### config.mk
export PLATFORM = sky130hd
export DESIGN_NAME = dcr_queue
export DESIGN_NICKNAME = d
export VERILOG_FILES = /design/src/dcr_pkg.sv /design/src/dcr_queue.sv
export SDC_FILE = /design/constraint.sdc
export NUM_CORES = 1
export LEC_CHECK = 0
export ABC_CLOCK_PERIOD_IN_PS = 11900
export BUFFER_PORTS_ARGS = -buffer_cell sky130_fd_sc_hd__buf_2
export CAP_MARGIN = 20
export CORE_MARGIN = 1
export CORE_UTILIZATION = 49
export DETAILED_ROUTE_END_ITERATION = 8
export PLACE_DENSITY = 0.76
export SLEW_MARGIN = 20
export SYNTH_ARGS = -nofsm -noshare
export SYNTH_HDL_FRONTEND = slang
export SYNTH_SLANG_ARGS = --single-unit
export TNS_END_PERCENT = 100
### constraint.sdc
create_clock -name clk_i -period 11.9 [get_ports clk_i]
set_input_delay 1.785 -clock clk_i [delete_from_list [all_inputs] [get_ports clk_i]]
set_output_delay 1.785 -clock clk_i [all_outputs]
set_load 0.1 [all_outputs]
### src/dcr_pkg.sv
// ----------------------------------------------------------------------------
// dcr_pkg
// Shared types, sizes and helpers of the distance constraint relax unit.
// ----------------------------------------------------------------------------
`default_nettype none

package dcr_pkg;

  localparam int unsigned SQRT_BITS  = 34;  // root of a 66-bit sum
  localparam int unsigned QUO_BITS   = 35;  // correction magnitude bits
  localparam int unsigned Q_DEPTH    = 4;
  localparam int unsigned Q_PTR_W    = $clog2(Q_DEPTH);

  typedef struct packed {
    logic [2:0][31:0] a;
    logic [2:0][31:0] b;
    logic [2:0]       neg;   // sign of each delta component
    logic [2:0][32:0] mag;   // magnitude of each delta component
    logic [30:0]      rest;
  } spring_t;

  typedef struct packed {
    spring_t     sp;
    logic [65:0] sum;        // squared length
  } q_entry_t;

  typedef struct packed {
    logic full;
    logic empty;
  } q_status_t;

  function automatic logic [31:0] sat32(input logic [35:0] v);
    logic [31:0] r;
    if (v[35] && (v[34:31] != 4'hF)) begin
      r = 32'h8000_0000;
    end else if (!v[35] && (v[34:31] != 4'h0)) begin
      r = 32'h7FFF_FFFF;
    end else begin
      r = v[31:0];
    end
    return r;
  endfunction

endpackage

`default_nettype wire

### src/dcr_queue.sv
// ----------------------------------------------------------------------------
// dcr_queue
// Short register FIFO between the front and back parts.
// ----------------------------------------------------------------------------
`default_nettype none

module dcr_queue (
  input  wire logic               clk_i,
  input  wire logic               rst_ni,
  input  wire logic               push_i,
  input  wire dcr_pkg::q_entry_t  push_data_i,
  input  wire logic               pop_i,
  output dcr_pkg::q_entry_t       pop_data_o,
  output dcr_pkg::q_status_t      status_o
);

  dcr_pkg::q_entry_t                mem_q [dcr_pkg::Q_DEPTH];
  logic [dcr_pkg::Q_PTR_W-1:0]      wr_q, rd_q;
  logic [dcr_pkg::Q_PTR_W:0]        cnt_q;

  assign status_o.full  = (cnt_q == (dcr_pkg::Q_PTR_W+1)'(dcr_pkg::Q_DEPTH));
  assign status_o.empty = (cnt_q == '0);
  assign pop_data_o     = mem_q[rd_q];

  always_ff @(posedge clk_i or negedge rst_ni) begin
    if (!rst_ni) begin
      wr_q  <= '0;
      rd_q  <= '0;
      cnt_q <= '0;
    end else begin
      if (push_i) wr_q <= wr_q + 1'b1;
      if (pop_i)  rd_q <= rd_q + 1'b1;
      if (push_i && !pop_i) begin
        cnt_q <= cnt_q + 1'b1;
      end else if (pop_i && !push_i) begin
        cnt_q <= cnt_q - 1'b1;
      end
    end
  end

  always_ff @(posedge clk_i) begin
    if (push_i) mem_q[wr_q] <= push_data_i;
  end

endmodule

`default_nettype wire

==> impl_metrics.prom <==
# TYPE chip_impl_metric gauge
chip_impl_metric{name="synth_edf_count",unit=""} 1564
chip_impl_metric{name="wl_met1",unit="mm"} 43.19
chip_impl_metric{name="totalNegativeSetupSlack",unit="ns"} 0
chip_impl_info{name="timing.critical_path.mode_cell",value="sky130_fd_sc_hd__buf_4"} 1
chip_impl_info{name="reg2reg_to",value="mem_q[1][34]"} 1
chip_impl_metric{name="drt_iter0_drc",unit=""} 2061
chip_impl_metric{name="wl_met3",unit="mm"} 12.09
chip_impl_metric{name="timing.final.max_slew_violations",unit=""} 0
chip_impl_metric{name="wirelength",unit="mm"} 121.3
chip_impl_metric{name="grt.overflow.total",unit=""} 0
chip_impl_metric{name="avgRoutedWirePerCell",unit="µm"} 26.12
chip_impl_metric{name="via_per_inst",unit=""} 5.626
chip_impl_metric{name="clk_pin_slew_worst_paths",unit="ns"} 0.06
chip_impl_metric{name="ys_async_sr_fraction",unit="%"} 0.4456
chip_impl_metric{name="dr_wl_met2",unit="mm"} 61.64
chip_impl_metric{name="dp.final_hpwl",unit="mm"} 73.25
chip_impl_metric{name="core_area",unit="µm²"} 116700
chip_impl_metric{name="grt_antenna_before_repair",unit=""} 70
chip_impl_metric{name="min_delay_path_depth",unit=""} 1
chip_impl_info{name="dr.max_layer_used",value="met5"} 1
chip_impl_metric{name="nets",unit=""} 3352
chip_impl_info{name="worst_hold_startpoint",value="cnt_q[2]"} 1
chip_impl_metric{name="post_synth.cell_area_avg",unit="µm²"} 27.86
chip_impl_metric{name="period_minus_slack",unit="ns"} 6.264
chip_impl_metric{name="grt_pass1_wl",unit="mm"} 176.3
chip_impl_info{name="timing.critical_path.to_type",value="primary output"} 1
chip_impl_metric{name="numClockSinks",unit=""} 1571
chip_impl_info{name="clock_tree.root_cell",value="sky130_fd_sc_hd__clkbuf_16"} 1
chip_impl_metric{name="cts_hold_repair.buffers",unit=""} 0
chip_impl_metric{name="synth-seq-area-share",unit="%"} 81.47
chip_impl_metric{name="max_frequency",unit="GHz"} 0.1596
chip_impl_info{name="tritoncts",value="built"} 1
chip_impl_metric{name="clk_path_buf_depth",unit=""} 3
chip_impl_metric{name="area_enclosed_by_the_die_boundary",unit="µm²"} 119500
chip_impl_metric{name="first_global_vias",unit=""} 27410
chip_impl_metric{name="chipHeight",unit="µm"} 345.6
chip_impl_metric{name="critPathMaxFanout",unit=""} 75
chip_impl_metric{name="maxSlewHeadroom",unit="%"} 21.33
chip_impl_metric{name="final_wtd_congestion",unit=""} 0.7834
chip_impl_metric{name="timing_worst_slew_pin_value",unit="ns"} 1.180
chip_impl_info{name="critical_path_class",value="register to primary output"} 1
chip_impl_metric{name="worst_ep_arrival_time",unit="ns"} 4.48
chip_impl_metric{name="postCtsSetupRepairBufs",unit=""} 0
chip_impl_info{name="unrepaired_setup_endpoints_after_global_routing",value="no"} 1
chip_impl_metric{name="cts_buffers",unit=""} 151
chip_impl_metric{name="initial_utilization",unit="%"} 49.59
chip_impl_metric{name="timing.final.setup_violations",unit=""} 0
chip_impl_metric{name="via_count",unit=""} 26120
chip_impl_info{name="critical-path-slowest-cell",value="sky130_fd_sc_hd__dfrtp_4"} 1
chip_impl_info{name="critical_path_cell_by_cell",value="buf_4 > buf_4 > mux4_2 > buf_2"} 1
chip_impl_metric{name="detail_route.drc_violations",unit=""} 0
chip_impl_metric{name="area.growth.synth_to_final",unit="%"} 18.42
chip_impl_info{name="outcome",value="finished clean"} 1
chip_impl_metric{name="worstPathBufferInverterCount",unit=""} 3
chip_impl_metric{name="detailedPlace.worstSlack",unit="ns"} 6.407
chip_impl_info{name="critical_path.startpoint_type",value="register"} 1
chip_impl_metric{name="syn-cell-area",unit="µm²"} 57860
chip_impl_metric{name="final_ws_setup",unit="ns"} 5.636
chip_impl_metric{name="yosys_register_bits",unit=""} 1571
chip_impl_metric{name="io_pins",unit=""} 788
chip_impl_metric{name="rows",unit=""} 125
chip_impl_info{name="worst_setup_path_startpoint",value="rd_q[1]"} 1
chip_impl_metric{name="firstDrtPassIters",unit=""} 4
chip_impl_metric{name="largest_net_degree_at_the_start_of_global_routing",unit=""} 152
chip_impl_metric{name="ys.warnings.count",unit=""} 0
chip_impl_info{name="critical-path-top-delay-family",value="buffers and inverters"} 1
chip_impl_metric{name="setup.reg_to_reg.worst_slack",unit="ns"} 8.03
chip_impl_metric{name="clock_tree.htree_level_count",unit=""} 4
chip_impl_info{name="synthFlopType",value="sky130_fd_sc_hd__edfxtp_1"} 1
chip_impl_metric{name="grtUsageTotal",unit="%"} 19.98
chip_impl_metric{name="final.setup_skew",unit="ns"} 0.02539
chip_impl_metric{name="cts_resized",unit=""} 0
chip_impl_metric{name="share_of_cells_above_drive_strength_1",unit="%"} 37.83
chip_impl_metric{name="critPathMaxStageDelay",unit="ns"} 1.08
chip_impl_metric{name="period_share",unit="%"} 52.64
chip_impl_metric{name="die_width",unit="µm"} 345.6
chip_impl_info{name="min_path_type",value="register to register"} 1
chip_impl_metric{name="max_cap_viol_count",unit=""} 0
chip_impl_info{name="crit-reg2reg-launch",value="wr_q[1]"} 1
chip_impl_metric{name="worst_ep_required_time",unit="ns"} 10.12
chip_impl_metric{name="rr_worst_depth",unit=""} 5
chip_impl_metric{name="netlist-cell-type-count",unit=""} 20
chip_impl_info{name="hold_path_end",value="cnt_q[2]"} 1
chip_impl_metric{name="detail-route-antenna-nets",unit=""} 0
chip_impl_metric{name="worst-path-stages",unit=""} 4
chip_impl_metric{name="port-buffer-count",unit=""} 787
chip_impl_metric{name="clk-insertion-delay-late",unit="ns"} 0.74
chip_impl_metric{name="post_synth_inst_count",unit=""} 2077
chip_impl_metric{name="synth_fp_nets",unit=""} 2478
chip_impl_metric{name="timing_hold_violations_final",unit=""} 0
[per-layer routing]
metal / global-route usage [%] / vias to the layer above
met3: 7.460 / 280
met1: 23.49 / 13550
met2: 33.07 / 1079
li1: - / 11150
met4: 8.517 / 64
met5: 0 / -
[cell usage after synthesis (all sizes together), types with 2 or more instances]
cell | count | area share (%)
and2 | 4 | 0.043
buf | 83 | 1.2
clkbuf | 5 | 0.032
dfrtp | 7 | 0.30
edfxtp | 1564 | 81
ha | 5 | 0.11
inv | 4 | 0.026
mux4 | 391 | 17
nand2 | 2 | 0.013
xnor2 | 2 | 0.030
xor2 | 4 | 0.061
[cell type report]
cell class	instances	area (µm²)
diodes	42	105.1
clock buffers	177	3940
clock inverters	102	1187
fillers	7959	48150
inverters	4	15.01
multi-input cells	414	10010
flip-flops and latches	1571	47150
well taps	1524	1907
repair buffers	809	4217
[placed cells by master (no fill, tap or decap), drive strengths merged]
cell | netlist | final
edfxtp | 1564 | 1564
buf | 83 | 809
mux4 | 391 | 391
clkbuf | 5 | 177
clkinv | 0 | 67
diode | 0 | 42
bufinv | 0 | 21
clkinvlp | 0 | 9
inv | 4 | 9
dfrtp | 7 | 7
ha | 5 | 5
and2 | 4 | 4
xor2 | 4 | 4
xnor2 | 2 | 2
nand2 | 2 | 2
nor3 | 1 | 1
nor3b | 1 | 1
mux2 | 1 | 1
o21ai | 1 | 1
nor2 | 1 | 1
fa | 1 | 1
[state kept, by name, indices dropped and copies added (netlist names)]
name,cells
cnt_q,3
mem_q,1564
rd_q,2
wr_q,2
[through the flow]
step,hold slack [ns],std cells,utilization [%],cell area [µm²]
floorplan,0.4563,2077,-,57860
finish,0.4988,4643,58.73,68530
global route,0.5433,4629,58.70,68490
detailed placement,0.4868,4322,54.25,63290
CTS,0.4980,4601,58.64,68420
global placement,0.4707,4322,54.25,63290
[worst reg2reg max path: stages (launching register included)]
cell,delay [ns]
sky130_fd_sc_hd__dfrtp_1,0.40
sky130_fd_sc_hd__inv_1,0.11
sky130_fd_sc_hd__ha_1,0.18
sky130_fd_sc_hd__and2_4,0.86
sky130_fd_sc_hd__buf_4,0.94
sky130_fd_sc_hd__buf_12,0.75
[how the worst max path moves through the flow]
stage	slack, ns	end
2_1_floorplan	0.52	mem_q[1][0]
3_3_place_gp	6.41	pop_data_o[352]
3_5_place_dp	6.41	pop_data_o[19]
4_1_cts	5.56	pop_data_o[7]
5_1_grt	5.43	pop_data_o[7]
6_report	5.64	pop_data_o[7]
[logic make-up (layout without fill, tap and decap cells)]
| family | after synthesis | in the layout | synth area share (%) |
|---|---|---|---|
| other cells | 0 | 42 | 0 |
| mux | 392 | 392 | 16.95 |
| fa+ha+maj | 6 | 6 | 0.1427 |
| xor+xnor | 6 | 6 | 0.09082 |
| flops | 1571 | 1571 | 81.47 |
| compound gates | 1 | 1 | 0.008641 |
| simple gates | 9 | 9 | 0.08432 |
| buf+inv | 92 | 1092 | 1.256 |
Power is not shown: default switching activity piles up to over one toggle a cycle in this logic, so the estimate is an artifact.
